<file path="src/hw/rtl/windowed_rms_power_meter_defines.svh">
// ----------------------------------------------------------------------------
// Windowed RMS power meter assertion macros
// Shared property wrappers for the RTL checks.
// ----------------------------------------------------------------------------
`ifndef WINDOWED_RMS_POWER_METER_DEFINES_SVH
`define WINDOWED_RMS_POWER_METER_DEFINES_SVH

// same-cycle implication, held off during reset
`define WRPM_ASSERT_IMPL(name, clk, rst, ante, cons) \
   name: assert property (@(posedge clk) disable iff (rst) (ante) |-> (cons)) \
      else $error("%m: check failed");

// next-cycle implication, held off during reset
`define WRPM_ASSERT_NEXT(name, clk, rst, ante, cons) \
   name: assert property (@(posedge clk) disable iff (rst) (ante) |=> (cons)) \
      else $error("%m: check failed");

`endif

</file>
<file path="src/hw/rtl/wrpm_pkg.sv">
// ----------------------------------------------------------------------------
// wrpm_pkg
// Types and constants shared by the windowed RMS power meter modules.
// ----------------------------------------------------------------------------
package wrpm_pkg;

   localparam int unsigned ADC_BITS_DEF   = 12;
   localparam int unsigned COUNT_BITS_DEF = 16;
   localparam int unsigned CODE_W         = 12;
   localparam int unsigned GAIN_W         = 24;
   localparam int unsigned OFFS_W         = 32;
   localparam int unsigned CSR_IDX_W      = 3;
   localparam int unsigned CSR_DATA_W     = 32;
   localparam int unsigned QUEUE_DEPTH    = 2;

   localparam logic [CSR_IDX_W-1:0] CSR_ADC_MID  = 3'd0;
   localparam logic [CSR_IDX_W-1:0] CSR_V_GAIN   = 3'd1;
   localparam logic [CSR_IDX_W-1:0] CSR_I_GAIN   = 3'd2;
   localparam logic [CSR_IDX_W-1:0] CSR_V_OFFSET = 3'd3;
   localparam logic [CSR_IDX_W-1:0] CSR_I_OFFSET = 3'd4;
   localparam logic [CSR_IDX_W-1:0] CSR_P_OFFSET = 3'd5;

   localparam logic [CODE_W-1:0] ADC_MID_RST = 12'd2048;
   localparam logic [GAIN_W-1:0] GAIN_RST    = 24'd65536;

   typedef struct packed {
      logic [CODE_W-1:0] v_code;
      logic [CODE_W-1:0] i_code;
      logic              window_last;
   } req_type;

   typedef struct packed {
      logic [31:0]        v_rms;
      logic [31:0]        i_rms;
      logic signed [47:0] p_avg;
      logic [15:0]        sample_count;
      logic               count_overflow;
   } rsp_type;

   typedef struct packed {
      logic [CODE_W-1:0]        adc_mid;
      logic [GAIN_W-1:0]        v_gain;
      logic [GAIN_W-1:0]        i_gain;
      logic signed [OFFS_W-1:0] v_offset;
      logic signed [OFFS_W-1:0] i_offset;
      logic signed [OFFS_W-1:0] p_offset;
   } cfg_type;

   typedef struct packed {
      logic not_empty;
      logic full;
   } q_status_type;

endpackage

</file>
<file path="src/hw/rtl/windowed_rms_power_meter.sv">
// Samples: one word a cycle, save while req_stall holds a closing sample until the
// queue has room; each is registered and then added to the window sums.
// Window result: each window goes through the shared one-bit-per-cycle divider and
// square root and then the multiplier before rsp_valid rises; two windows can wait.
// Reset (synchronous, high) clears sums, queue and rsp_valid; CSRs take defaults.
// ----------------------------------------------------------------------------
// windowed_rms_power_meter
// True RMS and active power over flagged windows of paired ADC samples.
// ----------------------------------------------------------------------------
`include "windowed_rms_power_meter_defines.svh"

module windowed_rms_power_meter #(
   parameter int unsigned ADC_BITS   = wrpm_pkg::ADC_BITS_DEF,
   parameter int unsigned COUNT_BITS = wrpm_pkg::COUNT_BITS_DEF
) (
   input  logic                               clock,
   input  logic                               reset,
   input  logic                               req_valid,
   output logic                               req_stall,
   input  wrpm_pkg::req_type                  req_data,
   output logic                               rsp_valid,
   input  logic                               rsp_stall,
   output wrpm_pkg::rsp_type                  rsp_data,
   input  logic                               csr_valid,
   output logic                               csr_ready,
   input  logic [wrpm_pkg::CSR_IDX_W-1:0]     csr_index,
   input  logic [wrpm_pkg::CSR_DATA_W-1:0]    csr_wdata
);

   localparam int unsigned SQW = 2*ADC_BITS + COUNT_BITS;
   localparam int unsigned EW  = 3*SQW + 1 + COUNT_BITS + 1;

   wrpm_pkg::cfg_type      cfg_ff;
   wrpm_pkg::q_status_type q_status;
   logic                   q_push, q_pop;
   logic [EW-1:0]          q_wdata, q_rdata;

   assign csr_ready = 1'b1;

   always_ff @(posedge clock) begin
      if (reset) begin
         cfg_ff.adc_mid  <= wrpm_pkg::ADC_MID_RST;
         cfg_ff.v_gain   <= wrpm_pkg::GAIN_RST;
         cfg_ff.i_gain   <= wrpm_pkg::GAIN_RST;
         cfg_ff.v_offset <= '0;
         cfg_ff.i_offset <= '0;
         cfg_ff.p_offset <= '0;
      end else if (csr_valid && csr_ready) begin
         unique case (csr_index)
            wrpm_pkg::CSR_ADC_MID:  cfg_ff.adc_mid  <= csr_wdata[wrpm_pkg::CODE_W-1:0];
            wrpm_pkg::CSR_V_GAIN:   cfg_ff.v_gain   <= csr_wdata[wrpm_pkg::GAIN_W-1:0];
            wrpm_pkg::CSR_I_GAIN:   cfg_ff.i_gain   <= csr_wdata[wrpm_pkg::GAIN_W-1:0];
            wrpm_pkg::CSR_V_OFFSET: cfg_ff.v_offset <= $signed(csr_wdata);
            wrpm_pkg::CSR_I_OFFSET: cfg_ff.i_offset <= $signed(csr_wdata);
            wrpm_pkg::CSR_P_OFFSET: cfg_ff.p_offset <= $signed(csr_wdata);
            default: begin
            end
         endcase
      end
   end

   wrpm_front #(
      .ADC_BITS   (ADC_BITS),
      .COUNT_BITS (COUNT_BITS),
      .EW         (EW)
   ) u_front (
      .clock     (clock),
      .reset     (reset),
      .req_valid (req_valid),
      .req_stall (req_stall),
      .req_data  (req_data),
      .cfg       (cfg_ff),
      .q_status  (q_status),
      .q_push    (q_push),
      .q_data    (q_wdata)
   );

   wrpm_queue #(
      .WIDTH (EW),
      .DEPTH (wrpm_pkg::QUEUE_DEPTH)
   ) u_queue (
      .clock     (clock),
      .reset     (reset),
      .push      (q_push),
      .push_data (q_wdata),
      .pop       (q_pop),
      .pop_data  (q_rdata),
      .status    (q_status)
   );

   wrpm_back #(
      .ADC_BITS   (ADC_BITS),
      .COUNT_BITS (COUNT_BITS),
      .EW         (EW)
   ) u_back (
      .clock     (clock),
      .reset     (reset),
      .cfg       (cfg_ff),
      .q_status  (q_status),
      .q_pop     (q_pop),
      .q_data    (q_rdata),
      .rsp_valid (rsp_valid),
      .rsp_stall (rsp_stall),
      .rsp_data  (rsp_data)
   );

endmodule

</file>
<file path="src/hw/rtl/wrpm_queue.sv">
// ----------------------------------------------------------------------------
// wrpm_queue
// Short FIFO of finished window sums between the front and back ends.
// ----------------------------------------------------------------------------
`include "windowed_rms_power_meter_defines.svh"

module wrpm_queue #(
   parameter int unsigned WIDTH = 1,
   parameter int unsigned DEPTH = wrpm_pkg::QUEUE_DEPTH
) (
   input  logic                   clock,
   input  logic                   reset,
   input  logic                   push,
   input  logic [WIDTH-1:0]       push_data,
   input  logic                   pop,
   output logic [WIDTH-1:0]       pop_data,
   output wrpm_pkg::q_status_type status
);

   localparam int unsigned AW = (DEPTH > 1) ? $clog2(DEPTH) : 1;

   logic [WIDTH-1:0] mem_ff [DEPTH];
   logic [AW-1:0]    wr_ptr_ff, rd_ptr_ff;
   logic [AW:0]      count_ff;

   assign status.not_empty = (count_ff != '0);
   assign status.full      = (count_ff == (AW+1)'(DEPTH));
   assign pop_data         = mem_ff[rd_ptr_ff];

   always_ff @(posedge clock) begin
      if (push) begin
         mem_ff[wr_ptr_ff] <= push_data;
      end
   end

   always_ff @(posedge clock) begin
      if (reset) begin
         wr_ptr_ff <= '0;
         rd_ptr_ff <= '0;
         count_ff  <= '0;
      end else begin
         if (push) begin
            wr_ptr_ff <= (wr_ptr_ff == AW'(DEPTH-1)) ? '0 : wr_ptr_ff + 1'b1;
         end
         if (pop) begin
            rd_ptr_ff <= (rd_ptr_ff == AW'(DEPTH-1)) ? '0 : rd_ptr_ff + 1'b1;
         end
         count_ff <= count_ff + (AW+1)'(push) - (AW+1)'(pop);
      end
   end

   `WRPM_ASSERT_IMPL(a_no_push_full, clock, reset, push, !status.full)
   `WRPM_ASSERT_IMPL(a_no_pop_empty, clock, reset, pop, status.not_empty)

endmodule

</file>
<file path="src/hw/rtl/wrpm_front.sv">
// ----------------------------------------------------------------------------
// wrpm_front
// Takes sample words, removes the mid-scale code and keeps the window sums.
// ----------------------------------------------------------------------------
`include "windowed_rms_power_meter_defines.svh"

module wrpm_front #(
   parameter int unsigned ADC_BITS   = wrpm_pkg::ADC_BITS_DEF,
   parameter int unsigned COUNT_BITS = wrpm_pkg::COUNT_BITS_DEF,
   parameter int unsigned EW         = 1
) (
   input  logic                   clock,
   input  logic                   reset,
   input  logic                   req_valid,
   output logic                   req_stall,
   input  wrpm_pkg::req_type      req_data,
   input  wrpm_pkg::cfg_type      cfg,
   input  wrpm_pkg::q_status_type q_status,
   output logic                   q_push,
   output logic [EW-1:0]          q_data
);

   localparam int unsigned AB  = ADC_BITS;
   localparam int unsigned CB  = COUNT_BITS;
   localparam int unsigned SQW = 2*AB + CB;
   localparam int unsigned SPW = SQW + 1;
   localparam int unsigned CW  = (AB < wrpm_pkg::CODE_W) ? AB : wrpm_pkg::CODE_W;

   typedef struct packed {
      logic [SQW-1:0]        sum_v;
      logic [SQW-1:0]        sum_i;
      logic signed [SPW-1:0] sum_p;
      logic [CB-1:0]         count;
      logic                  dropped;
   } win_type;

   logic                  s1_valid_ff;
   logic signed [AB:0]    dv_ff, di_ff;
   logic                  last_ff;
   logic [SQW-1:0]        sum_v_ff, sum_i_ff, sum_v_in, sum_i_in;
   logic signed [SPW-1:0] sum_p_ff, sum_p_in;
   logic [CB-1:0]         count_ff, count_in;
   logic                  dropped_ff, dropped_in;

   logic [AB-1:0]           mid_ab, v_ab, i_ab;
   logic signed [2*AB+1:0]  sq_v, sq_i, prod;
   logic                    s1_adv, accept;
   win_type                 win;

   assign mid_ab = AB'(cfg.adc_mid[CW-1:0]);
   assign v_ab   = AB'(req_data.v_code[CW-1:0]);
   assign i_ab   = AB'(req_data.i_code[CW-1:0]);

   // a closing sample waits until the queue has room
   assign s1_adv    = s1_valid_ff && (!last_ff || !q_status.full);
   assign req_stall = s1_valid_ff && !s1_adv;
   assign accept    = req_valid && !req_stall;

   assign sq_v = dv_ff * dv_ff;
   assign sq_i = di_ff * di_ff;
   assign prod = dv_ff * di_ff;

   always_comb begin
      sum_v_in   = sum_v_ff;
      sum_i_in   = sum_i_ff;
      sum_p_in   = sum_p_ff;
      count_in   = count_ff;
      dropped_in = dropped_ff;
      if (count_ff != {CB{1'b1}}) begin
         sum_v_in = sum_v_ff + SQW'(sq_v[2*AB-1:0]);
         sum_i_in = sum_i_ff + SQW'(sq_i[2*AB-1:0]);
         sum_p_in = sum_p_ff + SPW'($signed(prod[2*AB:0]));
         count_in = count_ff + 1'b1;
      end else begin
         dropped_in = 1'b1;
      end
   end

   assign win.sum_v   = sum_v_in;
   assign win.sum_i   = sum_i_in;
   assign win.sum_p   = sum_p_in;
   assign win.count   = count_in;
   assign win.dropped = dropped_in;
   assign q_data      = win;
   assign q_push      = s1_adv && last_ff;

   always_ff @(posedge clock) begin
      if (accept) begin
         dv_ff   <= $signed({1'b0, v_ab}) - $signed({1'b0, mid_ab});
         di_ff   <= $signed({1'b0, i_ab}) - $signed({1'b0, mid_ab});
         last_ff <= req_data.window_last;
      end
   end

   always_ff @(posedge clock) begin
      if (reset) begin
         s1_valid_ff <= 1'b0;
         sum_v_ff    <= '0;
         sum_i_ff    <= '0;
         sum_p_ff    <= '0;
         count_ff    <= '0;
         dropped_ff  <= 1'b0;
      end else begin
         s1_valid_ff <= accept || (s1_valid_ff && !s1_adv);
         if (s1_adv) begin
            if (last_ff) begin
               // close the window and start the next one empty
               sum_v_ff   <= '0;
               sum_i_ff   <= '0;
               sum_p_ff   <= '0;
               count_ff   <= '0;
               dropped_ff <= 1'b0;
            end else begin
               sum_v_ff   <= sum_v_in;
               sum_i_ff   <= sum_i_in;
               sum_p_ff   <= sum_p_in;
               count_ff   <= count_in;
               dropped_ff <= dropped_in;
            end
         end
      end
   end

   `WRPM_ASSERT_IMPL(a_empty_not_dropped, clock, reset, count_ff == '0, !dropped_ff)

endmodule

</file>
<file path="src/hw/rtl/wrpm_back.sv">
// ----------------------------------------------------------------------------
// wrpm_back
// Turns one window of sums into RMS and power results with shared
// divider, square root and multiplier units.
// ----------------------------------------------------------------------------
`include "windowed_rms_power_meter_defines.svh"

module wrpm_back #(
   parameter int unsigned ADC_BITS   = wrpm_pkg::ADC_BITS_DEF,
   parameter int unsigned COUNT_BITS = wrpm_pkg::COUNT_BITS_DEF,
   parameter int unsigned EW         = 1
) (
   input  logic                   clock,
   input  logic                   reset,
   input  wrpm_pkg::cfg_type      cfg,
   input  wrpm_pkg::q_status_type q_status,
   output logic                   q_pop,
   input  logic [EW-1:0]          q_data,
   output logic                   rsp_valid,
   input  logic                   rsp_stall,
   output wrpm_pkg::rsp_type      rsp_data
);

   localparam int unsigned AB   = ADC_BITS;
   localparam int unsigned CB   = COUNT_BITS;
   localparam int unsigned SQW  = 2*AB + CB;
   localparam int unsigned SPW  = SQW + 1;
   localparam int unsigned MA   = (2*AB > 24) ? 2*AB : 24;
   localparam int unsigned MW   = MA + 24;
   localparam int unsigned TW   = MA + 10;
   localparam int unsigned PMW  = MA + 17;
   localparam int unsigned PW   = (MA + 19 > 49) ? MA + 19 : 49;
   localparam int unsigned CNTW = $clog2(SQW + 1);

   typedef struct packed {
      logic [SQW-1:0]        sum_v;
      logic [SQW-1:0]        sum_i;
      logic signed [SPW-1:0] sum_p;
      logic [CB-1:0]         count;
      logic                  dropped;
   } win_type;

   typedef enum logic [3:0] {
      ST_IDLE, ST_DIV_V, ST_SQR_V, ST_DIV_I, ST_SQR_I, ST_DIV_P,
      ST_MUL_V, ST_MUL_I, ST_MUL_G, ST_MUL_L, ST_MUL_H, ST_SUM, ST_FIN, ST_OUT
   } state_type;

   state_type state_ff;
   win_type   q_win;

   logic [SQW-1:0]    sum_i_ff, mag_ff;
   logic              neg_ff, ovf_ff;
   logic [CB-1:0]     n_ff;
   logic [SQW-1:0]    dq_ff;
   logic [CB-1:0]     rem_ff;
   logic [CNTW-1:0]   cnt_ff;
   logic [2*AB-1:0]   sx_ff;
   logic [AB-1:0]     root_ff, rv_ff, ri_ff;
   logic [AB:0]       srem_ff;
   logic [MA-1:0]     m_ff;
   logic [MW-1:0]     mul_ff, lo_ff;
   logic [23:0]       ghi_ff;
   logic [PMW-1:0]    pm_ff;
   logic              rsp_valid_ff;
   wrpm_pkg::rsp_type rsp_data_ff;

   // divider step
   logic [CB:0]     shifted_d, diff_d;
   logic            dge;
   logic [CB-1:0]   rem_in;
   logic [SQW-1:0]  quot_in;
   // square root step
   logic [AB+2:0]   shifted_s, trial_s, diff_s;
   logic            sge;
   logic [AB:0]     srem_in;
   logic [AB-1:0]   root_in;
   // multiplier and result
   logic [MA-1:0]   mul_a;
   logic [23:0]     mul_b;
   logic [MW-1:0]   mul_res;
   logic [MA+24:0]  pm_sum;
   logic [PMW-1:0]  pm_in;
   logic signed [PW-1:0] p_s, p_t;
   logic [PW-48:0]  p_hi;
   logic signed [47:0] p_avg_in;
   logic            div_done, sqr_done;

   function automatic logic [31:0] rms_clamp(input logic [MA+7:0] scaled,
                                             input logic signed [31:0] offs);
      logic signed [TW-1:0] t;
      t = $signed({2'b00, scaled}) + TW'(offs);
      if (t[TW-1]) begin
         return '0;
      end else if (|t[TW-2:32]) begin
         return '1;
      end
      return t[31:0];
   endfunction

   assign q_win     = q_data;
   assign q_pop     = (state_ff == ST_IDLE) && q_status.not_empty;
   assign rsp_valid = rsp_valid_ff;
   assign rsp_data  = rsp_data_ff;

   assign div_done = (cnt_ff == CNTW'(SQW - 1));
   assign sqr_done = (cnt_ff == CNTW'(AB - 1));

   // restoring division, one quotient bit a cycle
   assign shifted_d = {rem_ff, dq_ff[SQW-1]};
   assign diff_d    = shifted_d - {1'b0, n_ff};
   assign dge       = (shifted_d >= {1'b0, n_ff});
   assign rem_in    = dge ? diff_d[CB-1:0] : shifted_d[CB-1:0];
   assign quot_in   = {dq_ff[SQW-2:0], dge};

   // digit-by-digit square root, one root bit a cycle
   assign shifted_s = {srem_ff, sx_ff[2*AB-1:2*AB-2]};
   assign trial_s   = {1'b0, root_ff, 2'b01};
   assign diff_s    = shifted_s - trial_s;
   assign sge       = (shifted_s >= trial_s);
   assign srem_in   = sge ? diff_s[AB:0] : shifted_s[AB:0];
   assign root_in   = {root_ff[AB-2:0], sge};

   always_comb begin
      mul_a = '0;
      mul_b = '0;
      unique case (state_ff)
         ST_MUL_V: begin
            mul_a = MA'(rv_ff);
            mul_b = cfg.v_gain;
         end
         ST_MUL_I: begin
            mul_a = MA'(ri_ff);
            mul_b = cfg.i_gain;
         end
         ST_MUL_G: begin
            mul_a = MA'(cfg.v_gain);
            mul_b = cfg.i_gain;
         end
         ST_MUL_L: begin
            mul_a = m_ff;
            mul_b = mul_ff[23:0];
         end
         ST_MUL_H: begin
            mul_a = m_ff;
            mul_b = ghi_ff;
         end
         default: begin
         end
      endcase
   end

   assign mul_res = {{24{1'b0}}, mul_a} * {{MA{1'b0}}, mul_b};

   // high partial product plus carried-in low part, then drop 32 bits in total
   assign pm_sum = {1'b0, mul_ff} + (MA+25)'(lo_ff[MW-1:24]);
   assign pm_in  = pm_sum[MA+24:8];

   assign p_s  = neg_ff ? -$signed(PW'(pm_ff)) : $signed(PW'(pm_ff));
   assign p_t  = p_s + PW'(cfg.p_offset);
   assign p_hi = p_t[PW-1:47];

   always_comb begin
      if ((&p_hi) || !(|p_hi)) begin
         p_avg_in = p_t[47:0];
      end else if (p_t[PW-1]) begin
         p_avg_in = {1'b1, {47{1'b0}}};
      end else begin
         p_avg_in = {1'b0, {47{1'b1}}};
      end
   end

   always_ff @(posedge clock) begin
      if (reset) begin
         state_ff     <= ST_IDLE;
         rsp_valid_ff <= 1'b0;
      end else begin
         unique case (state_ff)
            ST_IDLE: begin
               if (q_status.not_empty) begin
                  sum_i_ff <= q_win.sum_i;
                  mag_ff   <= q_win.sum_p[SPW-1] ? SQW'(-q_win.sum_p) : SQW'(q_win.sum_p);
                  neg_ff   <= q_win.sum_p[SPW-1];
                  n_ff     <= q_win.count;
                  ovf_ff   <= q_win.dropped;
                  dq_ff    <= q_win.sum_v;
                  rem_ff   <= '0;
                  cnt_ff   <= '0;
                  state_ff <= ST_DIV_V;
               end
            end
            ST_DIV_V, ST_DIV_I, ST_DIV_P: begin
               dq_ff  <= quot_in;
               rem_ff <= rem_in;
               cnt_ff <= cnt_ff + 1'b1;
               if (div_done) begin
                  cnt_ff  <= '0;
                  sx_ff   <= quot_in[2*AB-1:0];
                  root_ff <= '0;
                  srem_ff <= '0;
                  m_ff    <= MA'(quot_in[2*AB-1:0]);
                  priority case (state_ff)
                     ST_DIV_V: state_ff <= ST_SQR_V;
                     ST_DIV_I: state_ff <= ST_SQR_I;
                     default:  state_ff <= ST_MUL_V;
                  endcase
               end
            end
            ST_SQR_V, ST_SQR_I: begin
               sx_ff   <= sx_ff << 2;
               srem_ff <= srem_in;
               root_ff <= root_in;
               cnt_ff  <= cnt_ff + 1'b1;
               if (sqr_done) begin
                  cnt_ff <= '0;
                  rem_ff <= '0;
                  if (state_ff == ST_SQR_V) begin
                     rv_ff    <= root_in;
                     dq_ff    <= sum_i_ff;
                     state_ff <= ST_DIV_I;
                  end else begin
                     ri_ff    <= root_in;
                     dq_ff    <= mag_ff;
                     state_ff <= ST_DIV_P;
                  end
               end
            end
            ST_MUL_V: begin
               mul_ff   <= mul_res;
               state_ff <= ST_MUL_I;
            end
            ST_MUL_I: begin
               mul_ff            <= mul_res;
               rsp_data_ff.v_rms <= rms_clamp(mul_ff[MA+23:16], cfg.v_offset);
               state_ff          <= ST_MUL_G;
            end
            ST_MUL_G: begin
               mul_ff            <= mul_res;
               rsp_data_ff.i_rms <= rms_clamp(mul_ff[MA+23:16], cfg.i_offset);
               state_ff          <= ST_MUL_L;
            end
            ST_MUL_L: begin
               ghi_ff   <= mul_ff[47:24];
               mul_ff   <= mul_res;
               state_ff <= ST_MUL_H;
            end
            ST_MUL_H: begin
               lo_ff    <= mul_ff;
               mul_ff   <= mul_res;
               state_ff <= ST_SUM;
            end
            ST_SUM: begin
               pm_ff    <= pm_in;
               state_ff <= ST_FIN;
            end
            ST_FIN: begin
               rsp_data_ff.p_avg          <= p_avg_in;
               rsp_data_ff.sample_count   <= 16'(n_ff);
               rsp_data_ff.count_overflow <= ovf_ff;
               rsp_valid_ff               <= 1'b1;
               state_ff                   <= ST_OUT;
            end
            ST_OUT: begin
               if (!rsp_stall) begin
                  rsp_valid_ff <= 1'b0;
                  state_ff     <= ST_IDLE;
               end
            end
            default: begin
               state_ff <= ST_IDLE;
            end
         endcase
      end
   end

   `WRPM_ASSERT_IMPL(a_count_nonzero, clock, reset, state_ff == ST_FIN, n_ff != '0)
   `WRPM_ASSERT_NEXT(a_fin_shows_result, clock, reset, state_ff == ST_FIN, rsp_valid_ff)

endmodule
</file>
<file path="config.mk">
export PLATFORM = sky130hd
export DESIGN_NAME = windowed_rms_power_meter
export DESIGN_NICKNAME = d
export VERILOG_FILES = /design/src/hw/rtl/wrpm_pkg.sv /design/src/hw/rtl/windowed_rms_power_meter.sv /design/src/hw/rtl/wrpm_queue.sv /design/src/hw/rtl/wrpm_front.sv /design/src/hw/rtl/wrpm_back.sv
export VERILOG_INCLUDE_DIRS = /design/src /design/src/hw/rtl
export SDC_FILE = /design/constraint.sdc
export NUM_CORES = 2
export LEC_CHECK = 0
export BUFFER_PORTS_ARGS = -buffer_cell sky130_fd_sc_hd__clkbuf_2
export CORE_UTILIZATION = 62
export DETAILED_ROUTE_END_ITERATION = 7
export PLACE_DENSITY = 0.8
export SYNTH_ARGS = -nofsm -noshare
export SYNTH_HDL_FRONTEND = slang
export SYNTH_SLANG_ARGS = --single-unit
</file>
<file path="constraint.sdc">
create_clock -name clock -period 20.2 [get_ports clock]
set_clock_uncertainty 0.05 [all_clocks]
set_input_delay 4.04 -clock clock [delete_from_list [all_inputs] [get_ports clock]]
set_output_delay 4.04 -clock clock [all_outputs]
set_load 0.1 [all_outputs]
</file>
======== Word-level counts from Yosys, hierarchy flattened ========
Memory sizes are Yosys's and may differ from the RTL's. A register that Yosys moved wholly into a read port is not among the register bits.
Cells that the tools add are included.
operators by class
  $add $sub $neg .......................... 19
  multiply operators ...................... 4
  order comparisons ....................... 2
  eq/ne operators ......................... 26
  muxes and demuxes ....................... 64
  bitwise operators ....................... 2
  reductions and logical operators ........ 48
operator list
  operator                                        count
  40-bit two-way mux                              8
  32-bit two-way mux                              6
  24-bit one-hot mux with 4 select lines          2
  40-bit one-hot mux with 3 select lines          1
  48-bit two-way mux                              2
  41-bit two-way mux                              2
  40-bit by 24-bit adder with 40-bit output       2
  16-bit two-way mux                              5
  33-bit by 32-bit adder with 34-bit output       2
  48-bit by 24-bit adder with 49-bit output       1
  49-bit by 32-bit adder with 49-bit output       1
  49-bit two-way mux                              1
  41-bit negation with 49-bit output              1
  13-bit by 13-bit multiplier with 24-bit output  2
  24-bit by 24-bit multiplier with 48-bit output  1
  16-bit one-hot mux with 3 select lines          1
  24-bit one-hot mux with 2 select lines          1
  4-bit one-hot mux with 11 select lines          1
  41-bit by 25-bit adder with 41-bit output       1
  40-bit negation                                 1
  2-bit AND reduction                             15
  13-bit two-way mux                              2
  13-bit one-hot mux with 2 select lines          1
  12-bit by 12-bit subtractor with 13-bit output  2
  46 further kinds                                103
storage, ports and cells
  bits in registers ....................... 878
  bits in writable memories ............... 276
  bits of input ports ..................... 65
  output and inout bits ................... 132
  word-level logic and storage cells ...... 209
  memories kept ........................... 1
memory list
  memory          depth  bits a word  read ports  clocked after memory_dff  write ports  RTL line          RTL
  u_queue.mem_ff  2      138          1           1                         1            wrpm_queue.sv:22  logic [WIDTH-1:0] mem_ff [DEPTH];

======== Logic depth before layout (Yosys ltp) ========
  word-level depth ........................ 9
  depth in mapped cells ................... 38
  gate-level depth less buffers ........... 36

======== Cells and area by module ========
Synthesis repeated with hierarchy kept, for this count alone.
unflattened totals
  cell total of the unflattened synthesis .. 9398
  area total of the unflattened synthesis .. 94323.0 um^2
modules (own cells, without submodules)
  module                    times used  cells each  area each (um^2)  seq. area each (um^2)
  wrpm_back                 1           4990        48670.4           15805.2
  wrpm_front                1           3408        29308.1           3593.4
  wrpm_queue                1           450         10223.6           8388.0
  windowed_rms_power_meter  1           550         6120.9            3123.0

======== Worst setup path before layout ========
Ideal clock, no wire load.
  kind .................................... input to register
  from .................................... input port reset
  to ...................................... register u_back.mag_ff[0], enable pin
  setup time .............................. 675 ps
  data arrival time ....................... 11104 ps
  data required time ...................... 19475 ps
  slack ................................... 8371 ps
  stages .................................. 3
  buffers on the path ..................... 2
  cell sequence ........................... clkbuf_1 -> clkbuf_1 -> nor3_1
on the way
  word-level cells in the longest chain between the ends .. 2
RTL lines
  item                           RTL line                        RTL
  from (decl)                    windowed_rms_power_meter.sv:17  input logic reset,
  1-bit NOT (no line)            n/a
  3-bit AND reduction (no line)  n/a
  to (signal assigned)           wrpm_back.sv:181                mag_ff <= q_win.sum_p[SPW-1] ? SQW'(-q_win.sum_p) : SQW'(q_win.sum_p);
  to (decl)                      wrpm_back.sv:51                 logic [SQW-1:0] sum_i_ff, mag_ff;
Every way passes these cells.
A chain may end at the register's enable or synchronous reset.

======== Worst setup path after layout ========
  from .................................... register u_back.state_ff[1]
  to ...................................... register u_back.mul_ff[46], data pin
on the way
  word-level cells in the longest chain between the ends .. 4
  elaborated cells between the ends (all ways) .. 10
  classes of those cells .................. mul (1); eq/ne (5); mux (2); reduce/logical (2)
RTL lines
  item                                                                              RTL line          RTL
  from (decl)                                                                       wrpm_back.sv:48   state_type state_ff;
  from (signal assigned)                                                            wrpm_back.sv:174  state_ff <= ST_IDLE;
  from (signal assigned)                                                            wrpm_back.sv:188  state_ff <= ST_DIV_V;
  from (signal assigned)                                                            wrpm_back.sv:202  ST_DIV_V: state_ff <= ST_SQR_V;
  4-bit == test / 4-bit by 3-bit == test with 1-bit output (equally long branches)  wrpm_back.sv:126  unique case (state_ff)
  2-bit OR reduction (no line)                                                      n/a
  24-bit one-hot mux with 4 select lines                                            wrpm_back.sv:126
  24-bit by 24-bit multiplier with 48-bit output (*)                                wrpm_back.sv:152  assign mul_res = {{24{1'b0}}, mul_a} * {{MA{1'b0}}, mul_b};
  named net u_back.mul_res[46]                                                      wrpm_back.sv:80   logic [MW-1:0] mul_res;
  to (signal assigned)                                                              wrpm_back.sv:228  mul_ff <= mul_res;
  to (signal assigned)                                                              wrpm_back.sv:232  mul_ff <= mul_res;
  to (signal assigned)                                                              wrpm_back.sv:237  mul_ff <= mul_res;
  to (decl)                                                                         wrpm_back.sv:61   logic [MW-1:0] mul_ff, lo_ff;
Mark *: on every way through the listed nets, which the timed path passes. The rest lies on a longest branch.

==> metrics.md <==
| Metric | Value |
|---|---|
| Worst-Skew Late Latency | ~0.76 ns |
| Postcts setup bufs | 0 |
| Maximum clock path buffer count | 3 |
| Final ANT Viol Nets | 0 |
| IO Count | around 200 |
| Sequential share of the synthesized area | 0.333 |
| Final Hold Viols | 0 |
| Final setup violation count | 0 |
| TritonCTS clock tree | yes |
| Routed vias/inst | between 6 and 7 |
| Status | complete, but fails checks |
| GRT Total Usage | 0.336 |
| Core area | 148000 sq um |
| Worst Setup Path Type | flip-flop to flip-flop |
| Fin crit period | roughly 11 ns |
| Pre-CTS WS | ~9.8 ns |
| DRT Wirelength | 255 mm |
| Largest net degree at the start of global routing | between 150 and 200 |
| TritonRoute pass-1 iters | 8 |
| Fraction of layout cells with a size suffix above 1 | 0.0707 |
| CTS H-tree depth | 3 |
| Worst path max stage delay | around 0.8 ns |
| CTS resizes | 0 |
| Post-Synthesis Cells | around 9500 |
| RSZ-0062 raised after global routing | no |
| Top FF cell, synth | edfxtp_1 |
| Seq cells post-synth | approximately 1100 |
| Post-Syn Area | ~93000 sq um |
| Final worst setup slack | 9.61 ns |
| Initial core utilization | 0.627 |
| Slowest CP cell | dfxtp_1 |
| Ys async rst share | 0 |
| Violated checks | DRC |
| GRT overflow | 0 |
| Initial antenna violation count | 6 |
| Slew HR | 0.108 |
| Hold crit path type | flip-flop to flip-flop |
| Total number of yosys warnings | 0 |
| Worst EP required | 20.66 ns |
| Area delta synth->final | 7.54% |
| Final nets | around 11000 |
| Vias in the first global route | between 70000 and 80000 |
| Port bufs | roughly 200 |
| Post-detail-place hpwl | approximately 190 mm |
| DRC viols | 15 |
| # Max-Cap Violations | 0 |
| Post-CTS Hold Buffers | 0 |
| Root Buffer | clkbuf_16 |
| Post-DR wirelength/cell | 22.1 um |
| Rows | 141 |
| CTS buffer count | 115 |
| Critical Path Sink Type | flip-flop |
| Final setup TNS | 0 ns |
| Worst-Margin Slew | between 1 and 1.5 ns |
| Worst path arrival time | 11.05 ns |
| Syn_nets | between 10000 and 15000 |
| Synthesized area per cell | about 9.8 sq um |
| Die Area | 151000 sq um |
| Number of DRC markers in iteration 0 | 6613 |
| Vias | about 70000 |
| Clk slew on worst S/H paths | 0.07 ns |
| Die Span Y | about 400 um |
| Global-route wire length before repair | between 300 and 400 mm |
| Post-synth EDFFs | a little over 800 |
| Synth cell types | 99 |
| Chip Width | roughly 390 um |
| Max Slew Vio Count | 0 |
| Setup crit start kind | flip-flop |
| Crit path max fanout | 25 |
| Final period util | 0.524 |
| Clock tree sinks | about 1100 |
| Fmax achieved | around 94 MHz |
| Placer congestion estimate | 0.992 |
-- area by class of cell --
type,count,area (sq um)
diodes,4,10.0
clock buffers,146,3060
clock inverters,73,886
fillers,11100,48300
inverters,1211,4550
multi-input cells,6723,56100
flip-flops and latches,1131,30900
well taps,1930,2410
repair buffers,331,2020
-- kinds of logic after synthesis --
kind of cell	after synthesis	share of synthesized area
simple gates	2813	0.134
compound gates	1634	0.111
fa+ha+maj	1580	0.287
mux	197	0.0222
other cells	1	0.0000404
flops	1131	0.333
buf+inv	1624	0.0661
xor+xnor	498	0.0474
-- per-layer routing --
layer | share of wire | wire length [um] | vias to the layer above | global-route usage
met2 | 0.47 | 119000 | 3196 | 0.548
met4 | 0.063 | 16100 | 14 | 0.180
met5 | 0.00035 | 88 | - | 0
li1 | - | - | 31700 | -
met3 | 0.087 | 22200 | 744 | 0.0570
met1 | 0.38 | 97400 | 34400 | 0.431
-- state kept, by name (all words and copies together), names as in the netlist, 41 cells and up, named ones only --
signal            count
u_queue.mem_ff      276
cfg_ff              156
u_back.rsp_data     129
u_back.mul_ff        48
u_back.pm_ff         41
u_front.sum_p_ff     41
-- synth_stat cells (all sizes together) (77+ instances only) --
master | number | area share
nand2 | 1424 | 0.058
inv | 1211 | 0.049
fa | 918 | 0.20
edfxtp | 826 | 0.27
ha | 651 | 0.088
nor2 | 606 | 0.025
a21oi | 553 | 0.030
clkbuf | 376 | 0.015
o21ai | 361 | 0.019
xnor2 | 352 | 0.033
dfxtp | 305 | 0.066
and2 | 157 | 0.011
a21o | 155 | 0.013
xor2 | 145 | 0.014
mux2i | 123 | 0.013
nand3 | 110 | 0.0059
nor3 | 89 | 0.0048
a22oi | 82 | 0.0066
nand2b | 77 | 0.0053
-- worst paths after layout --
| kind | from | cells past startpoint | end | slack (ns) |
|---|---|---|---|---|
| min | u_back.ovf_ff | 0 | u_back.rsp_data[0] | 0.38 |
| min reg2reg | u_back.ovf_ff | 0 | u_back.rsp_data[0] | 0.38 |
| max reg2reg | u_back.state_ff[1] | 32 | u_back.mul_ff[46] | 9.61 |
| max | u_back.state_ff[1] | 32 | u_back.mul_ff[46] | 9.61 |
-- cell usage in the layout (no fill, tap or decap), types with 19 or more instances in the layout --
cell	Yosys	layout
nor2b_1	72	69
a21boi_0	27	27
and4_1	41	41
xnor2_1	351	349
a211oi_1	19	19
a22o_1	37	37
o221ai_1	41	41
o21ai_1	18	19
clkbuf_16	0	116
edfxtp_1	826	826
o21a_1	49	49
nor3_1	89	78
clkbuf_2	1	194
and3_1	51	51
o31ai_1	34	34
nor2_1	605	599
o21ai_0	343	341
a21o_1	155	155
nand4_1	63	63
nand2_1	1423	1421
nand2b_1	76	76
and2_1	156	155
or3_1	42	40
o21bai_1	41	41
xor2_1	144	143
nand3_1	110	110
dfxtp_1	305	304
clkbuf_1	375	26
o211ai_1	23	23
buf_4	1	135
ha_1	651	651
a21oi_1	548	547
mux2_2	74	74
mux2i_1	123	123
fa_1	918	918
or2_2	23	23
a31oi_1	52	52
a22oi_1	82	81
inv_1	1210	1210
-- critical path, delay by kind of cell (launching register included) --
family,cells,cell delay (ns)
buf+inv,7,0.35
flops,1,0.80
fa+ha+maj,8,3.82
xor+xnor,1,0.08
simple gates,7,3.18
compound gates,9,2.03
-- stage by stage --
| stage | utilization | instance area (sq um) | hold WS [ns] | cells |
|---|---|---|---|---|
| after floorplan | - | 92900 | 0.350 | 9478 |
| after detailed placement | 0.648 | 96000 | 0.373 | 11300 |
| after CTS | 0.674 | 99900 | 0.377 | 11500 |
| final | 0.674 | 99900 | 0.378 | 11500 |
| after global placement | 0.648 | 96000 | 0.371 | 11300 |
| after global routing | 0.674 | 99900 | 0.382 | 11500 |
Power is left out: the tool's default activity adds up to more than one toggle a clock period on the data nets, which glitch-free logic cannot reach.
